===== src/rtl/qse_pkg.sv =====
// ----------------------------------------------------------------------------
// qse_pkg
// Shared types and constants of the quoted string escaper.
// ----------------------------------------------------------------------------
package qse_pkg;

    typedef enum logic [1:0] {
        OP_OPEN  = 2'd0,
        OP_DATA  = 2'd1,
        OP_CLOSE = 2'd2,
        OP_EOL   = 2'd3
    } op_t;

    // Configuration register indexes
    localparam logic [1:0] CFG_SPECIALS_RAW = 2'd0;
    localparam logic [1:0] CFG_WRAP_ENABLE  = 2'd1;
    localparam logic [1:0] CFG_MULTILINE    = 2'd2;
    localparam logic [1:0] CFG_LINE_LENGTH  = 2'd3;

    localparam int CFG_DATA_W = 7;
    localparam logic [6:0] LINE_LENGTH_RESET = 7'd70;

    localparam logic [7:0] CH_BSLASH = 8'h5C;
    localparam logic [7:0] CH_QUOTE  = 8'h22;
    localparam logic [7:0] CH_LF     = 8'h0A;
    localparam logic [7:0] CH_CR     = 8'h0D;
    localparam logic [7:0] CH_R      = 8'h72;
    localparam logic [7:0] CH_N      = 8'h6E;
    localparam logic [7:0] CH_SPACE  = 8'h20;
    localparam logic [7:0] CH_DEL    = 8'h7F;

    // Main part of a job
    typedef enum logic [1:0] {
        K_NONE    = 2'd0,
        K_NEWLINE = 2'd1,
        K_UNIT    = 2'd2
    } kind_t;

    // One classified item, handed from front to back
    typedef struct packed {
        logic        flush;     // emit held \r escape first
        kind_t       kind;
        logic [2:0]  len;       // unit length, 1, 2 or 4
        logic [31:0] chars;     // unit characters, first in [7:0]
    } desc_t;

    localparam int DESC_W = $bits(desc_t);
    localparam int OUT_W  = 9;

    localparam int DESC_DEPTH_DEF = 2;
    localparam int OUT_DEPTH_DEF  = 2;

endpackage


===== src/rtl/quoted_string_escaper_with_wrap.sv =====
// ----------------------------------------------------------------------------
// quoted_string_escaper_with_wrap
// Turns a byte stream into a quoted, escaped string, one character a word.
// ----------------------------------------------------------------------------
// A word is taken on every cycle the input queue has room (push && !full);
// the front end classifies it and drops a job into a short queue. The back
// end sends one character per cycle into the result queue while it has
// room. A word makes 1 character for plain text, 2 for a short escape, 4
// for an octal escape, up to 10 with a flushed CR and two continuation
// breaks. Sustained rate is set by that back end sequencer.
// A multiline CR that is held makes no character and takes no back end time.
// Write configuration only while the block is idle.
module quoted_string_escaper_with_wrap
    import qse_pkg::*;
#(
    parameter int DESC_DEPTH = DESC_DEPTH_DEF,
    parameter int OUT_DEPTH  = OUT_DEPTH_DEF
) (
    input  logic                  clk,
    input  logic                  rst_n,
    input  logic                  cfg_wr_en,
    input  logic [1:0]            cfg_index,
    input  logic [CFG_DATA_W-1:0] cfg_data,
    input  logic                  push,
    output logic                  full,
    input  logic [1:0]            operation,
    input  logic [7:0]            char_byte,
    output logic                  empty,
    input  logic                  pop,
    output logic [7:0]            out_char,
    output logic                  last
);

    logic       specials_raw_reg;
    logic       wrap_enable_reg;
    logic       multiline_reg;
    logic [6:0] line_length_reg;

    logic       accept;
    logic       job_valid;
    desc_t      job_wr;
    desc_t      job_rd;
    logic       job_empty;
    logic       job_pop;
    logic       out_full;
    logic       out_push;
    logic [7:0] back_char;
    logic       back_last;

    always_ff @(posedge clk or negedge rst_n)
    begin
        if (!rst_n)
        begin
            specials_raw_reg <= 1'b0;
            wrap_enable_reg  <= 1'b0;
            multiline_reg    <= 1'b0;
            line_length_reg  <= LINE_LENGTH_RESET;
        end
        else if (cfg_wr_en)
        begin
            unique case (cfg_index)
                CFG_SPECIALS_RAW: specials_raw_reg <= cfg_data[0];
                CFG_WRAP_ENABLE:  wrap_enable_reg  <= cfg_data[0];
                CFG_MULTILINE:    multiline_reg    <= cfg_data[0];
                CFG_LINE_LENGTH:  line_length_reg  <= cfg_data[6:0];
                default:          ;
            endcase
        end
    end

    assign accept = push && !full;

    qse_front u_front (
        .clk          (clk),
        .rst_n        (rst_n),
        .accept       (accept),
        .operation    (operation),
        .char_byte    (char_byte),
        .specials_raw (specials_raw_reg),
        .multiline    (multiline_reg),
        .job_valid    (job_valid),
        .job          (job_wr)
    );

    qse_fifo #(
        .WIDTH (DESC_W),
        .DEPTH (DESC_DEPTH)
    ) u_job_q (
        .clk     (clk),
        .rst_n   (rst_n),
        .wr_en   (job_valid),
        .wr_data (job_wr),
        .rd_en   (job_pop),
        .rd_data (job_rd),
        .full    (full),
        .empty   (job_empty)
    );

    qse_back u_back (
        .clk         (clk),
        .rst_n       (rst_n),
        .job_in      (job_rd),
        .job_empty   (job_empty),
        .job_pop     (job_pop),
        .wrap_enable (wrap_enable_reg),
        .line_length (line_length_reg),
        .out_full    (out_full),
        .out_push    (out_push),
        .out_char    (back_char),
        .out_last    (back_last)
    );

    qse_fifo #(
        .WIDTH (OUT_W),
        .DEPTH (OUT_DEPTH)
    ) u_out_q (
        .clk     (clk),
        .rst_n   (rst_n),
        .wr_en   (out_push),
        .wr_data ({back_last, back_char}),
        .rd_en   (pop),
        .rd_data ({last, out_char}),
        .full    (out_full),
        .empty   (empty)
    );

endmodule


===== src/rtl/qse_fifo.sv =====
// ----------------------------------------------------------------------------
// qse_fifo
// Small register FIFO with first-word-fall-through read.
// ----------------------------------------------------------------------------
module qse_fifo #(
    parameter int WIDTH = 8,
    parameter int DEPTH = 2
) (
    input  logic             clk,
    input  logic             rst_n,
    input  logic             wr_en,
    input  logic [WIDTH-1:0] wr_data,
    input  logic             rd_en,
    output logic [WIDTH-1:0] rd_data,
    output logic             full,
    output logic             empty
);

    localparam int PTR_W = (DEPTH > 1) ? $clog2(DEPTH) : 1;
    localparam int CNT_W = $clog2(DEPTH + 1);

    logic [WIDTH-1:0] mem_reg [DEPTH];
    logic [PTR_W-1:0] wr_ptr_reg, wr_ptr_next;
    logic [PTR_W-1:0] rd_ptr_reg, rd_ptr_next;
    logic [CNT_W-1:0] count_reg, count_next;
    logic             do_wr, do_rd;

    assign full    = (count_reg == CNT_W'(DEPTH));
    assign empty   = (count_reg == '0);
    assign do_wr   = wr_en && !full;
    assign do_rd   = rd_en && !empty;
    assign rd_data = mem_reg[rd_ptr_reg];

    always_comb
    begin
        wr_ptr_next = wr_ptr_reg;
        rd_ptr_next = rd_ptr_reg;
        count_next  = count_reg;
        if (do_wr)
        begin
            wr_ptr_next = (wr_ptr_reg == PTR_W'(DEPTH - 1)) ? '0 : wr_ptr_reg + 1'b1;
        end
        if (do_rd)
        begin
            rd_ptr_next = (rd_ptr_reg == PTR_W'(DEPTH - 1)) ? '0 : rd_ptr_reg + 1'b1;
        end
        if (do_wr && !do_rd)
        begin
            count_next = count_reg + 1'b1;
        end
        else if (do_rd && !do_wr)
        begin
            count_next = count_reg - 1'b1;
        end
    end

    always_ff @(posedge clk or negedge rst_n)
    begin
        if (!rst_n)
        begin
            wr_ptr_reg <= '0;
            rd_ptr_reg <= '0;
            count_reg  <= '0;
        end
        else
        begin
            wr_ptr_reg <= wr_ptr_next;
            rd_ptr_reg <= rd_ptr_next;
            count_reg  <= count_next;
        end
    end

    always_ff @(posedge clk)
    begin
        if (do_wr)
        begin
            mem_reg[wr_ptr_reg] <= wr_data;
        end
    end

endmodule


===== src/rtl/qse_front.sv =====
// ----------------------------------------------------------------------------
// qse_front
// Classifies each input word into an escape job and tracks a held CR.
// ----------------------------------------------------------------------------
module qse_front
    import qse_pkg::*;
(
    input  logic        clk,
    input  logic        rst_n,
    input  logic        accept,
    input  logic [1:0]  operation,
    input  logic [7:0]  char_byte,
    input  logic        specials_raw,
    input  logic        multiline,
    output logic        job_valid,
    output desc_t       job
);

    logic pending_reg, pending_next;
    op_t  op;
    logic octal;

    assign op    = op_t'(operation);
    assign octal = (char_byte < CH_SPACE) || (char_byte == 8'hFF)
                   || (char_byte[7] && !specials_raw);

    always_comb
    begin
        job.flush    = pending_reg;
        job.kind     = K_UNIT;
        job.len      = 3'd1;
        job.chars    = {24'd0, CH_QUOTE};
        pending_next = 1'b0;

        if (op == OP_DATA && pending_reg && char_byte == CH_LF)
        begin
            // CR LF pair becomes a real line break
            job.flush = 1'b0;
            job.kind  = K_NEWLINE;
        end
        else
        begin
            unique case (op)
                OP_OPEN, OP_CLOSE:
                begin
                    job.chars = {24'd0, CH_QUOTE};
                end
                OP_EOL:
                begin
                    job.kind = K_NEWLINE;
                end
                OP_DATA:
                begin
                    if (char_byte == CH_CR)
                    begin
                        if (multiline)
                        begin
                            pending_next = 1'b1;
                            job.kind     = K_NONE;
                        end
                        else
                        begin
                            job.len   = 3'd2;
                            job.chars = {16'd0, CH_R, CH_BSLASH};
                        end
                    end
                    else if (char_byte == CH_LF)
                    begin
                        job.len   = 3'd2;
                        job.chars = {16'd0, CH_N, CH_BSLASH};
                    end
                    else if (char_byte == CH_BSLASH || char_byte == CH_QUOTE)
                    begin
                        job.len   = 3'd2;
                        job.chars = {16'd0, char_byte, CH_BSLASH};
                    end
                    else if (octal)
                    begin
                        job.len   = 3'd4;
                        job.chars = {5'b00110, char_byte[2:0],
                                     5'b00110, char_byte[5:3],
                                     6'b001100, char_byte[7:6], CH_BSLASH};
                    end
                    else
                    begin
                        job.chars = {24'd0, char_byte};
                    end
                end
                default:
                begin
                    job.kind = K_NONE;
                end
            endcase
        end
    end

    // Words that produce no character never reach the back end
    assign job_valid = accept && (job.flush || job.kind != K_NONE);

    always_ff @(posedge clk or negedge rst_n)
    begin
        if (!rst_n)
        begin
            pending_reg <= 1'b0;
        end
        else if (accept)
        begin
            pending_reg <= pending_next;
        end
    end

endmodule


===== src/rtl/qse_back.sv =====
// ----------------------------------------------------------------------------
// qse_back
// Walks one escape job a character per cycle while the output has room,
// tracks the column and inserts continuation breaks.
// ----------------------------------------------------------------------------
module qse_back
    import qse_pkg::*;
(
    input  logic        clk,
    input  logic        rst_n,
    input  desc_t       job_in,
    input  logic        job_empty,
    output logic        job_pop,
    input  logic        wrap_enable,
    input  logic [6:0]  line_length,
    input  logic        out_full,
    output logic        out_push,
    output logic [7:0]  out_char,
    output logic        out_last
);

    typedef enum logic [1:0] {
        PH_FLUSH,
        PH_FBRK,
        PH_MAIN,
        PH_MBRK
    } phase_t;

    phase_t     phase_reg, phase_next;
    logic       active_reg, active_next;
    logic [1:0] idx_reg, idx_next;
    logic [7:0] col_reg, col_next;
    desc_t      job_reg, job_next;

    logic       is_nl;
    logic [2:0] cur_len;
    logic [7:0] sum;
    logic       brk;
    logic       unit_end;
    logic       emit;
    logic       done;
    logic       load;

    assign is_nl = (phase_reg == PH_MAIN) && (job_reg.kind == K_NEWLINE);
    assign emit  = active_reg && !out_full;

    always_comb
    begin
        if (phase_reg == PH_MAIN)
        begin
            cur_len = is_nl ? 3'd1 : job_reg.len;
        end
        else
        begin
            cur_len = 3'd2;
        end
    end

    // Column stays unchanged through a unit, so the break decision holds
    assign sum      = col_reg + 8'(cur_len);
    assign brk      = wrap_enable && !is_nl && (sum > {1'b0, line_length});
    assign unit_end = (phase_reg == PH_FLUSH || phase_reg == PH_MAIN)
                      && (3'(idx_reg) == cur_len - 3'd1);

    always_comb
    begin
        case (phase_reg)
            PH_FLUSH:
                out_char = (idx_reg == 2'd0) ? CH_BSLASH : CH_R;
            PH_MAIN:
            begin
                if (is_nl)
                begin
                    out_char = CH_LF;
                end
                else
                begin
                    case (idx_reg)
                        2'd0:    out_char = job_reg.chars[7:0];
                        2'd1:    out_char = job_reg.chars[15:8];
                        2'd2:    out_char = job_reg.chars[23:16];
                        default: out_char = job_reg.chars[31:24];
                    endcase
                end
            end
            default:
                out_char = (idx_reg == 2'd0) ? CH_BSLASH : CH_LF;
        endcase
    end

    always_comb
    begin
        phase_next  = phase_reg;
        idx_next    = idx_reg;
        col_next    = col_reg;
        job_next    = job_reg;
        active_next = active_reg;
        done        = 1'b0;

        if (emit)
        begin
            unique case (phase_reg)
                PH_FLUSH:
                begin
                    if (!unit_end)
                    begin
                        idx_next = idx_reg + 2'd1;
                    end
                    else if (brk)
                    begin
                        phase_next = PH_FBRK;
                        idx_next   = 2'd0;
                    end
                    else if (job_reg.kind == K_NONE)
                    begin
                        done = 1'b1;
                    end
                    else
                    begin
                        phase_next = PH_MAIN;
                        idx_next   = 2'd0;
                    end
                end
                PH_FBRK:
                begin
                    if (idx_reg == 2'd0)
                    begin
                        idx_next = 2'd1;
                    end
                    else if (job_reg.kind == K_NONE)
                    begin
                        done = 1'b1;
                    end
                    else
                    begin
                        phase_next = PH_MAIN;
                        idx_next   = 2'd0;
                    end
                end
                PH_MAIN:
                begin
                    if (!unit_end)
                    begin
                        idx_next = idx_reg + 2'd1;
                    end
                    else if (brk)
                    begin
                        phase_next = PH_MBRK;
                        idx_next   = 2'd0;
                    end
                    else
                    begin
                        done = 1'b1;
                    end
                end
                PH_MBRK:
                begin
                    if (idx_reg == 2'd0)
                    begin
                        idx_next = 2'd1;
                    end
                    else
                    begin
                        done = 1'b1;
                    end
                end
                default:
                begin
                    done = 1'b1;
                end
            endcase

            if (unit_end)
            begin
                if (is_nl)
                begin
                    col_next = 8'd0;
                end
                else if (wrap_enable)
                begin
                    col_next = brk ? 8'd0 : sum;
                end
            end
        end

        load = !active_reg || (emit && done);
        if (load)
        begin
            active_next = !job_empty;
            job_next    = job_in;
            phase_next  = job_in.flush ? PH_FLUSH : PH_MAIN;
            idx_next    = 2'd0;
        end
    end

    assign job_pop  = load && !job_empty;
    assign out_push = emit;
    assign out_last = done;

    always_ff @(posedge clk or negedge rst_n)
    begin
        if (!rst_n)
        begin
            phase_reg  <= PH_MAIN;
            active_reg <= 1'b0;
            idx_reg    <= 2'd0;
            col_reg    <= 8'd0;
        end
        else
        begin
            phase_reg  <= phase_next;
            active_reg <= active_next;
            idx_reg    <= idx_next;
            col_reg    <= col_next;
        end
    end

    always_ff @(posedge clk)
    begin
        job_reg <= job_next;
    end

endmodule


===== config.mk =====
export PLATFORM = sky130hd
export DESIGN_NAME = quoted_string_escaper_with_wrap
export DESIGN_NICKNAME = d
export VERILOG_FILES = /design/src/rtl/qse_pkg.sv /design/src/rtl/quoted_string_escaper_with_wrap.sv /design/src/rtl/qse_fifo.sv /design/src/rtl/qse_front.sv /design/src/rtl/qse_back.sv
export SDC_FILE = /design/constraint.sdc
export NUM_CORES = 1
export LEC_CHECK = 0
export BUFFER_PORTS_ARGS = -buffer_cell sky130_fd_sc_hd__buf_2
export CAP_MARGIN = 20
export CORE_MARGIN = 10
export CORE_UTILIZATION = 61
export CTS_CLUSTER_DIAMETER = 100
export DETAILED_ROUTE_END_ITERATION = 16
export MAX_ROUTING_LAYER = met4
export PLACE_DENSITY_LB_ADDON = 0.12
export SLEW_MARGIN = 10
export SYNTH_ARGS = -nofsm -noshare
export SYNTH_HDL_FRONTEND = slang
export SYNTH_SLANG_ARGS = --single-unit

===== constraint.sdc =====
create_clock -name clk -period 5.25 [get_ports clk]
set_clock_uncertainty 0.2 [all_clocks]
set_input_delay 1.05 -clock clk [delete_from_list [all_inputs] [get_ports clk]]
set_output_delay 1.05 -clock clk [all_outputs]
set_load 0.1 [all_outputs]

Yosys cells after proc, flatten, opt, wreduce, memory -nomap -nowiden. Memory sizes are Yosys's and may differ from the RTL's. Cells that the tools add are included.

Register bits: 69. Bits in writable memories: 94. Input port bits: 24. Output and inout port bits: 11. Logic and storage cells: 183. Memories: 2.

Memory list: u_job_q.mem_reg (words 2, width 38, read ports 1, clocked after Yosys merged registers in 0, wr ports 1, RTL line qse_fifo.sv:22) `logic [WIDTH-1:0] mem_reg [DEPTH];`; u_out_q.mem_reg (words 2, width 9, read ports 1, clocked after Yosys merged registers in 0, wr ports 1, RTL line qse_fifo.sv:22).

Add/sub/neg operators: 11. Magnitude comparators: 2. Eq/ne operators: 25. Muxes and demuxes: 69. Reductions and logical operators: 56.

Operators by type and width (count): $mux W35 (4); $mux W2 (25); $mux W34 (1); $mux W32 (1); $mux W8 (4); $mux W30 (1); $pmux W8 S3 (1); $mux W1 (21); $logic_and A1 B1 Y1 (20); $eq A2 B2 Y1 const B (8); $eq A8 B4 Y1 const B (2); $pmux W8 S2 (1); $logic_not A2 Y1 (6); $mux W3 (4); $ne A3 B1 Y1 const B (4); $logic_not A1 Y1 (11); $eq A2 B1 Y1 const B (5); $reduce_bool A2 Y1 (5); $add A8 B3 Y8 (1); $eq A8 B6 Y1 const B (1); $eq A8 B7 Y1 const B (1); $eq A8 B8 Y1 const B (1); $gt A8 B7 Y1 (1); $lt A8 B6 Y1 const B (1); 18 further kinds (33).

Logic depth before layout (Yosys ltp). Gate-level depths: netlist (run 1).

Depth in word-level cells: 18. Gate-level depth with buffers: 21. Gate-level depth less buffers: 21.

Modules after synthesis. Synthesis (run 1) repeated with hierarchy kept, for this count alone.

Cells, all modules: 552. Area, all modules: 7721.2 um^2.

Modules (own cells, without submodules): qse_fifo at u_job_q (instances 1, cells each 137, area each 2985.4 um^2, sequential area each 2382.3 um^2); qse_back (instances 1, cells each 254, area each 2852.7 um^2, sequential area each 1437.6 um^2); qse_fifo at u_out_q (instances 1, cells each 47, area each 845.8 um^2, sequential area each 640.6 um^2); qse_front (instances 1, cells each 89, area each 631.9 um^2, sequential area each 25.0 um^2); quoted_string_escaper_with_wrap (instances 1, cells each 25, area each 405.4 um^2, sequential area each 254.0 um^2).

Worst setup path before layout (run 1). OpenSTA, ideal clock, no wires.

Path type: reg-to-reg. From: reg u_back.phase_reg[1]. To: reg u_back.job_reg[0] in the netlist's numbering, enable pin. Library setup time: 0.383 ns. Data arrival time: 3.741 ns. Data required time: 4.667 ns. Path slack: 0.926 ns. Cell stages (with the launch flop): 15. Buffers on the path: 1. Period minus slack after synthesis: 4.324 ns. Path through: dfstp_2 > ha_1 > clkbuf_1 > nand2_1 > ha_1 > nand3_1 > nand2_1 > and3_1 > xor2_1 > ha_1 > a211oi_1 > a31oi_1 > o21ai_1 > a41oi_2 > inv_1.

Word-level cells in the longest chain between the ends: 13. Elaborated cells on any way between the ends: 24. Classes of those cells: add/sub (2); order compare (1); eq/ne (4); mux (8); reduce/logical (9).

RTL lines: start, declared (RTL line qse_back.sv:29) `phase_t phase_reg, phase_next;`; start signal, assigned (RTL line qse_back.sv:211) `phase_reg <= phase_next;`; $eq A2 B2 Y1; $logic_and A1 B1 Y1 (RTL line qse_back.sv:44) `assign is_nl = (phase_reg == PH_MAIN) && (job_reg.kind == K_NEWLINE);`; $mux W3 (RTL line qse_back.sv:51) `cur_len = is_nl ? 3'd1 : job_reg.len;`; $mux W3 (RTL line qse_back.sv:49) `if (phase_reg == PH_MAIN)`; $add A8 B3 Y8 (RTL line qse_back.sv:60) `assign sum = col_reg + 8'(cur_len);`; $gt A8 B7 Y1 (RTL line qse_back.sv:61) `assign brk = wrap_enable && !is_nl && (sum > {1'b0, line_length});`; $logic_and A1 B1 Y1 (RTL line qse_back.sv:61); $mux W1, on equally long branches (RTL line qse_back.sv:146, qse_back.sv:109); $mux W1, on equally long branches (RTL line qse_back.sv:142, qse_back.sv:105); $pmux W1 S4 * (RTL line qse_back.sv:102) `unique case (phase_reg)`; $mux W1 * (RTL line qse_back.sv:100) `if (emit)`; $logic_and A1 B1 Y1 * (RTL line qse_back.sv:186) `load = !active_reg || (emit && done);`; $logic_or A1 B1 Y1 * (RTL line qse_back.sv:186); named net u_back.load (RTL line qse_back.sv:42) `logic load;`; end signal, assigned (RTL line qse_back.sv:220) `job_reg <= job_next;`; end, declared (RTL line qse_back.sv:33) `desc_t job_reg, job_next;`.

The timed path passes the listed nets; every way through them passes the cells marked *. A chain may end at the register's enable or synchronous reset.

Worst setup path in the final report (run 1).
From: reg u_back.phase_reg[1]. To: reg u_job_q.count_reg[1].

Word-level cells in the longest chain between the ends: 18. Elaborated cells on any way between the ends: 31. Classes of those cells: add/sub (2); order compare (1); eq/ne (4); mux (9); reduce/logical (15).

RTL lines: $eq A2 B2 Y1; $logic_and A1 B1 Y1 (RTL line qse_back.sv:44); $mux W3 (RTL line qse_back.sv:51); $mux W3 (RTL line qse_back.sv:49); $add A8 B3 Y8 (RTL line qse_back.sv:60); $gt A8 B7 Y1 (RTL line qse_back.sv:61); $logic_and A1 B1 Y1 (RTL line qse_back.sv:61); $mux W1, on equally long branches (RTL line qse_back.sv:146, qse_back.sv:109); (+2 left out); $mux W1 * (RTL line qse_back.sv:100); $logic_and A1 B1 Y1 * (RTL line qse_back.sv:186); $logic_or A1 B1 Y1 * (RTL line qse_back.sv:186); $logic_and A1 B1 Y1 * (RTL line qse_back.sv:196) `assign job_pop = load && !job_empty;`; $logic_and A1 B1 Y1 * (RTL line qse_fifo.sv:31) `assign do_rd = rd_en && !empty;`; $logic_not A1 Y1 (RTL line qse_fifo.sv:47) `if (do_wr && !do_rd)`; $logic_and A1 B1 Y1 (RTL line qse_fifo.sv:47); $mux W2 or $reduce_bool A2 Y1 (tied branches); end signal, assigned (RTL line qse_fifo.sv:69) `count_reg <= count_next;`; end, declared (RTL line qse_fifo.sv:25) `logic [CNT_W-1:0] count_reg, count_next;`.

Mark *: on every way between the ends. The rest lies on a longest branch, timed or not.

==> results.json, run 1 <==
{
  "final_antenna_net_count": 0,
  "post_cts_buffers": 0,
  "cts.path.max_buffers": 2,
  "io_pins": 35,
  "outcome": "finished, final reports clean",
  "gp_congestion": 0.912,
  "drive_above_1_share_pct": 23.8,
  "ys_ff_latch": 133,
  "h-tree-depth": 4,
  "syn-cell-area_mm2": 0.00623,
  "crit_fanout": 7,
  "netlist_instances": 483,
  "initial_core_util_pct": 63.2,
  "cts-root-buf": "clkbuf_8",
  "fp.dieH_um": 121,
  "postCtsHoldBufs": 0,
  "setup_viol": 0,
  "final_nets": 574,
  "grt_pass1_vias": 3953,
  "crit_chain": "ha_1 -> nand2_1 -> nor2_1 -> ha_1 -> a21oi_2 -> nand2_1 -> and3_1 -> xor2_1 -> ha_1 -> a211oi_1 -> a31oi_1 -> o21ai_1 -> a41oi_2 -> or2_1 -> ha_1 -> nor2_1 -> xnor2_1",
  "path_class": "flop to flop",
  "syn_area_per_cell_um2": 12.9,
  "cts_buffers": 17,
  "die_area_mm2": 0.0147,
  "setup_tns_ps": 0,
  "grt_pass1_wl_mm": 20.3,
  "hold_violations": 0,
  "viasPerCell": 5.76,
  "dp_hpwl_mm": 8.59,
  "ys.flop_type": "edfxtp_1",
  "clk_latency_ps": 530,
  "dr.pass1.iters": 4,
  "antenna_found_initial": 0,
  "critical_path.most_common_cell": "ha_1",
  "relSlewSlack_pct": 44.2,
  "ys_warn_count": 0,
  "yosys.area.top_type": "edfxtp_1",
  "die_x_um": 121,
  "core_area_mm2": 0.00986,
  "endpoint_kind": "flop",
  "grt_max_degree": 33,
  "wirelength_mm": 12.2,
  "largest_register_ff_count": 56,
  "clk_pin_slew_ps": 60,
  "tightest_slew_ps": 829,
  "grtUsageTotal_pct": 18.4,
  "ys_seq_area_share_pct": 61.6,
  "cap_violations": 0,
  "yosysTopAreaCellShare_pct": 48.6,
  "vias": 3885,
  "globalRouteOverflowTotal": 0,
  "final_core_util_pct": 72.1,
  "num_antenna_cells": 0,
  "startpoint_type": "flop",
  "synth_edf_count": 101,
  "rsz0062_at_grt": "no",
  "max_freq_mhz": 204,
  "num_rows": 36,
  "hold_class": "flop to flop",
  "cts_sinks": 133,
  "fin_crit_sh_pct": 93.3,
  "slew_viol_final": 0,
  "slowest_stage": "dfstp_2",
  "drc": 0,
  "finish.instance_area_mm2": 0.00711,
  "cpPeakStageDelay_ps": 560,
  "avgRoutedWirePerCell_um": 18.1,
  "tritoncts": "built",
  "min_period_ps": 4900,
  "syn2layout_area_growth_pct": 14.0,
  "ys_top_cells_by_area": "edfxtp_1 49%, dfrtp_1 11%, mux2_2 8.3%, ha_1 4.2%, nand2_1 2.5%",
  "required_ps": 5490,
  "async_reset_ff_share_pct": 24.1,
  "ys_types": 60,
  "cts.repair.resized": 0,
  "drt_iter0_markers": 351,
  "critPathArrivalTime_ps": 5140,
  "dpl_cell_area_mm2": 0.00656,
  "portBuffers": 34
}
-- final timing paths --
check,from,end,slack [ps],cells after the start
max,u_back.phase_reg[1],u_job_q.count_reg[1],350,17
min,u_out_q.wr_ptr_reg,u_out_q.wr_ptr_reg,290,1
max reg2reg,u_back.phase_reg[1],u_job_q.count_reg[1],350,17
min reg2reg,u_out_q.wr_ptr_reg,u_out_q.wr_ptr_reg,290,1
max in group asynchronous,rst_n,u_out_q.wr_ptr_reg,3980,1
min in group asynchronous,rst_n,line_length_reg[5],380,1
-- critical path: cells and delay by family, from the launching register on --
family                   cells  cell delay [ps]
flip-flops                   1              560
adder cells (fa/ha/maj)      4             1210
XOR/XNOR                     2              380
AO/OA/AOI/OAI                5             1350
AND/OR/NAND/NOR              6             1100
-- cell families after synthesis --
| logic type | Yosys count | synth area share [%] |
|---|---|---|
| buffers and inverters | 40 | 2.43 |
| adders and majority gates | 22 | 4.54 |
| and+or+nand+nor | 141 | 11.2 |
| muxes | 48 | 8.63 |
| other | 1 | 0.0601 |
| xor gates and xnor gates | 18 | 2.53 |
| DFF | 133 | 61.6 |
| AOI/OAI and AO/OA | 80 | 9.09 |
-- routing by layer --
metal  track usage (%)  part of all wire [%]
met1              21.3                    42
met2              30.2                    52
met3              4.98                   4.4
met4              6.64                   1.8
met5                 -                     0
-- cell usage after synthesis, types with 7 or more instances --
master and count:
mux2_2 46, xnor2_1 11, inv_1 27, edfxtp_1 101, nand2_1 41, nand3_1 14
dfrtp_1 28, ha_1 21, nor2_1 35, o21ai_0 17, a21oi_1 12, xor2_1 7
and2_1 11, clkbuf_1 12
-- stage by stage --
stage               hold WS (ps)  setup slack (ps)  cells
floorplan                    250               926    484
global placement             269               705    642
detailed placement           279               507    642
CTS                          296               429    674
global route                 322              66.8    674
finish                       294               354    674
-- layout make-up --
class,count,area (um2)
Tap cell,133,166
Clock inverter,14,128
Multi-Input combinational cell,311,2260
Inverter,27,101
Fill cell,676,2760
Sequential cell,133,3840
Clock buffer,18,418
Timing Repair Buffer,38,200
-- layout by cell type (no fill, tap or decap), types with 6 or more instances in the layout --
master | synthesis | final
a21oi_1 | 12 | 12
a31oi_1 | 6 | 6
and2_1 | 11 | 11
buf_2 | 1 | 34
clkbuf_16 | 0 | 16
dfrtp_1 | 28 | 28
edfxtp_1 | 101 | 101
ha_1 | 21 | 21
inv_1 | 27 | 27
mux2_2 | 46 | 46
nand2_1 | 41 | 41
nand3_1 | 14 | 14
nand4_1 | 6 | 6
nor2_1 | 35 | 34
nor2b_1 | 6 | 6
o21ai_0 | 17 | 17
xnor2_1 | 11 | 11
xor2_1 | 7 | 7
Power of run 1 is not shown: default switching activity piles up to over one toggle a cycle in this logic, so the estimate is an artifact.
==> inputs of run 2 (changes only) <==
Settings changed: REMOVE_ABC_BUFFERS from default to 1.
==> run 2 against run 1 <==
Cell count increased by 0.15%. Via count rose by 1.6%. Register-to-register slack improved by 230 ps. Maximum frequency up 4.9%. Cell area is 0.79% higher. Routed wire length is 1.4% lower. Setup slack better by 230 ps. Hold slack worse by 1.5 ps. Non-clock buffer count increased by 2. Global-route usage shrank 0.34 points. Critical path depth rose by 4. Largest cell class unchanged.
==> results.json, run 2 (synthesis results as in run 1) <==
{
  "vias": 3948,
  "critical_path.most_common_cell": "ha_1",
  "drt_iter0_markers": 321,
  "viasPerCell": 5.85,
  "largest_register_ff_count": 56,
  "critPathArrivalTime_ps": 4870,
  "setup_viol": 0,
  "tightest_slew_ps": 771,
  "cts.repair.resized": 0,
  "post_cts_buffers": 0,
  "setup_ws_ps": 581,
  "globalRouteOverflowTotal": 0,
  "cts.path.max_buffers": 2,
  "portBuffers": 34,
  "final_common_cell": "edfxtp_1",
  "clk_pin_slew_ps": 60,
  "max_freq_mhz": 214,
  "clk_latency_ps": 510,
  "cpPeakStageDelay_ps": 550,
  "final_cell_mix": "101 x edfxtp_1, 46 x mux2_2, 41 x nand2_1, 34 x nor2_1, 34 x buf_2",
  "hold_class": "flop to flop",
  "final_core_util_pct": 72.6,
  "grt_max_degree": 33,
  "endpoint_kind": "flop",
  "fin_crit_sh_pct": 88.9,
  "avgRoutedWirePerCell_um": 17.9,
  "dr.pass1.iters": 5,
  "grt_pass1_wl_mm": 20.2,
  "min_period_ps": 4670,
  "core_area_mm2": 0.00986,
  "crit_fanout": 7,
  "slowest_stage": "dfstp_2",
  "io_pins": 35,
  "syn2layout_area_growth_pct": 14.9,
  "drc": 0,
  "wirelength_mm": 12.1,
  "dpl_cell_area_mm2": 0.00657,
  "grtUsageTotal_pct": 18.0,
  "h-tree-depth": 4,
  "rsz0062_at_grt": "no",
  "cap_violations": 0,
  "setup_tns_ps": 0,
  "path_class": "flop to flop",
  "cts_buffers": 17,
  "initial_core_util_pct": 63.2,
  "relSlewSlack_pct": 48.6,
  "slew_viol_final": 0,
  "gp_congestion": 0.919,
  "hold_violations": 0,
  "tritoncts": "built",
  "drive_above_1_share_pct": 24.5,
  "required_ps": 5450,
  "finish.instance_area_mm2": 0.00716,
  "startpoint_type": "flop",
  "postCtsHoldBufs": 0,
  "crit_chain": "ha_1 -> o21ai_4 -> inv_1 -> ha_1 -> inv_1 -> fa_1 -> nor2b_1 -> o21ai_0 -> xnor2_1 -> ha_1 -> nand4_1 -> o21bai_1 -> a31oi_1 -> o21ai_1 -> buf_4 -> a41oi_2 -> or2_1 -> ha_1 -> xor2_1 -> nor2_1 -> xnor2_1",
  "dp_hpwl_mm": 8.20,
  "die_area_mm2": 0.0147,
  "num_rows": 36,
  "final_nets": 576,
  "cts_sinks": 133,
  "die_x_um": 121,
  "antenna_found_initial": 0,
  "num_antenna_cells": 0,
  "cts-root-buf": "clkbuf_8",
  "fp.dieH_um": 121,
  "final_antenna_net_count": 0,
  "outcome": "finished, final reports clean",
  "grt_pass1_vias": 4046,
  "dp_slack_ps": 712
}
==> run 2: worst paths after layout <==
path / cells past startpoint / slack [ps] / to / from
max in group asynchronous: 1 / 3940 / u_job_q.count_reg[0] / rst_n
min: 2 / 290 / u_back.col_reg[0] / u_back.col_reg[0]
min reg2reg: 2 / 290 / u_back.col_reg[0] / u_back.col_reg[0]
max: 21 / 580 / u_job_q.count_reg[1] / u_back.phase_reg[1]
min in group asynchronous: 1 / 420 / u_out_q.wr_ptr_reg / rst_n
max reg2reg: 21 / 580 / u_job_q.count_reg[1] / u_back.phase_reg[1]
==> run 2: metrics by stage <==
stage                     hold WS, ps  std cells
after floorplan                   250        471
after global placement            268        644
after detailed placement          273        644
after CTS                         293        675
after global routing              329        675
final                             293        675
==> run 2: routing by layer <==
metal  share of wire (%)  wire [um]  vias to the layer above  GRT usage (%)
met5                   0          0                        -              -
met2                  48       5850                      122           28.7
li1                    -          -                     1877              -
met3                 5.6        673                       14           4.47
met4                0.99        119                        0           5.35
met1                  45       5420                     1935           22.4
==> run 2: final cells by class <==
class / count / area [um2]
clock inverter: 14 / 178
tap: 133 / 166
timing repair buffer: 40 / 215
fill: 653 / 2700
sequential: 133 / 3840
inverter: 27 / 101
clock buffer: 17 / 414
multi-input combinational: 311 / 2250
==> run 2: worst max-delay path: cells and delay by family (launching register included) <==
| kind | cells | cell delay (ps) |
|---|---|---|
| adders and majority gates | 5 | 1310 |
| and+or+nand+nor | 4 | 600 |
| xor gates and xnor gates | 3 | 480 |
| buffers and inverters | 3 | 300 |
| AOI/OAI and AO/OA | 6 | 1130 |
| DFF | 1 | 550 |
Power of run 2 is left out for the same reason.
==> inputs of run 3 (changes only) <==
Settings changed: CORE_MARGIN 10 to default, CORE_UTILIZATION 61 to 48.
==> run 3 against run 2 <==
Setup slack better by 160 ps. Die area shrank 8.3%. Sequential cell count did not move. Routed wire length down 1.1%. Clock-buffer cell count unchanged. Maximum frequency increased by 3.7%. First-iteration DRC count fell by 35%. Hold slack got worse by 13 ps. Via count fell by 2.5%. Cell area grew 0.19%. Critical endpoint unchanged.
==> results.json, run 3 (synthesis results as in run 1) <==
{
  "clk_pin_slew_ps": 60,
  "grtUsageTotal_pct": 20.2,
  "grt_pass1_wl_mm": 19.2,
  "min_period_ps": 4500,
  "cap_violations": 0,
  "cts_sinks": 133,
  "crit_chain": "inv_1 -> ha_1 -> buf_4 -> nand2_1 -> inv_1 -> fa_1 -> nor2b_1 -> o21ai_0 -> xnor2_1 -> ha_1 -> nand4_1 -> o21bai_1 -> a31oi_1 -> o21ai_1 -> a41oi_2 -> or2_1 -> ha_1 -> xor2_1 -> nor2_1 -> xnor2_1",
  "core_area_mm2": 0.0126,
  "tritoncts": "built",
  "cts-root-buf": "clkbuf_16",
  "setup_ws_ps": 746,
  "globalRouteOverflowTotal": 0,
  "power_density_mw_per_mm2": 710,
  "multiInputGateArea_mm2": 0.00226,
  "fp.dieH_um": 116,
  "endpoint_kind": "flop",
  "post_cts_buffers": 0,
  "finish.instance_area_mm2": 0.00718,
  "startpoint_type": "flop",
  "drc": 0,
  "setup_tns_ps": 0,
  "viasPerCell": 5.39,
  "dp_hpwl_mm": 8.31,
  "outcome": "finished, final reports clean",
  "num_antenna_cells": 0,
  "io_pins": 35,
  "relSlewSlack_pct": 42.1,
  "cts_buffers": 17,
  "die_x_um": 116,
  "cts.repair.resized": 0,
  "critPathArrivalTime_ps": 4640,
  "peakVddDrop_uv": 512,
  "final_core_util_pct": 56.9,
  "finalPower_w": 0.00510,
  "dpl_cell_area_mm2": 0.00662,
  "clk_latency_ps": 410,
  "slew_viol_final": 0,
  "crit_fanout": 12,
  "h-tree-depth": 4,
  "avgRoutedWirePerCell_um": 16.7,
  "reg2regPathDepth": 20,
  "initial_core_util_pct": 49.4,
  "hold_depth": 2,
  "path_class": "flop to flop",
  "hold_violations": 0,
  "cellLeakagePower_nw": 2.80,
  "die_area_mm2": 0.0134,
  "drt_iter0_markers": 209,
  "required_ps": 5390,
  "postCtsHoldBufs": 0,
  "dr.pass1.iters": 4,
  "hold_class": "flop to flop",
  "seqCellArea_mm2": 0.00384,
  "wirelength_mm": 11.9,
  "final_cell_mix": "101 x edfxtp_1, 46 x mux2_2, 41 x nand2_1, 34 x nor2_1, 34 x buf_2",
  "fin_crit_sh_pct": 85.8,
  "dp_slack_ps": 761,
  "cpPeakStageDelay_ps": 470,
  "grt_pass1_vias": 3778,
  "drive_above_1_share_pct": 24.4,
  "setup_viol": 0,
  "slowest_stage": "fa_1",
  "syn2layout_area_growth_pct": 15.1,
  "tightest_slew_ps": 866,
  "final_antenna_net_count": 0,
  "cts.path.max_buffers": 2,
  "final_nets": 575,
  "rsz0062_at_grt": "no",
  "num_rows": 41,
  "gp_congestion": 0.893,
  "max_freq_mhz": 222,
  "fillers": 1101,
  "grt_max_degree": 33,
  "critical_path.most_common_cell": "ha_1",
  "largest_register_ff_count": 56,
  "antenna_found_initial": 0,
  "final_common_cell": "edfxtp_1",
  "portBuffers": 34,
  "vias": 3848
}
==> run 3: final timing paths <==
| kind | startpoint | endpoint | slack (ps) |
|---|---|---|---|
| hold / removal | u_front.pending_reg | u_front.pending_reg | 280 |
| hold reg to reg | u_front.pending_reg | u_front.pending_reg | 280 |
| min in group asynchronous | rst_n | u_out_q.count_reg[1] | 510 |
| max in group asynchronous | rst_n | line_length_reg[0] | 3840 |
| setup reg to reg | u_back.phase_reg[0] | u_job_q.count_reg[1] | 750 |
| setup / recovery | u_back.phase_reg[0] | u_job_q.count_reg[1] | 750 |
==> run 3: layout make-up <==
cell class | instances | area share (%)
clock buffers | 17 | 5.93
clock inverters | 15 | 1.87
inverters | 27 | 1.41
multi-input cells | 311 | 31.4
flip-flops and latches | 133 | 53.5
well taps | 172 | 3.00
repair buffers | 39 | 2.89
==> run 3: routing by layer <==
layer / global-route usage [%] / vias to the layer above / wire (um)
met3: 5.60 / 11 / 399
met4: 7.01 / 0 / 155
li1: - / 1884 / -
met1: 26.2 / 1875 / 5810
met2: 30.4 / 78 / 5560
met5: - / - / 0
==> run 3: metrics by stage <==
step | std cells | hold WS [ps]
2_1_floorplan | 471 | 250
3_3_place_gp | 682 | 275
3_5_place_dp | 682 | 272
4_1_cts | 714 | 285
5_1_grt | 714 | 322
6_report | 714 | 280
==> run 3: critical path: cells and delay by family, from the launching register on <==
family | cells | cell delay (ps)
fa+ha+maj | 4 | 1240
compound gates | 5 | 880
simple gates | 5 | 810
xor+xnor | 3 | 510
flops | 1 | 410
buf+inv | 3 | 370
==> run 3: report_power, final <==
group	internal, W	total [W]	switching, W
registers	0.00167	0.00184	0.000169
logic	0.000693	0.00216	0.00146
clock network	0.000652	0.00110	0.000447
total	0.00302	0.00510	0.00208
Power figures use the tool's default switching activity.
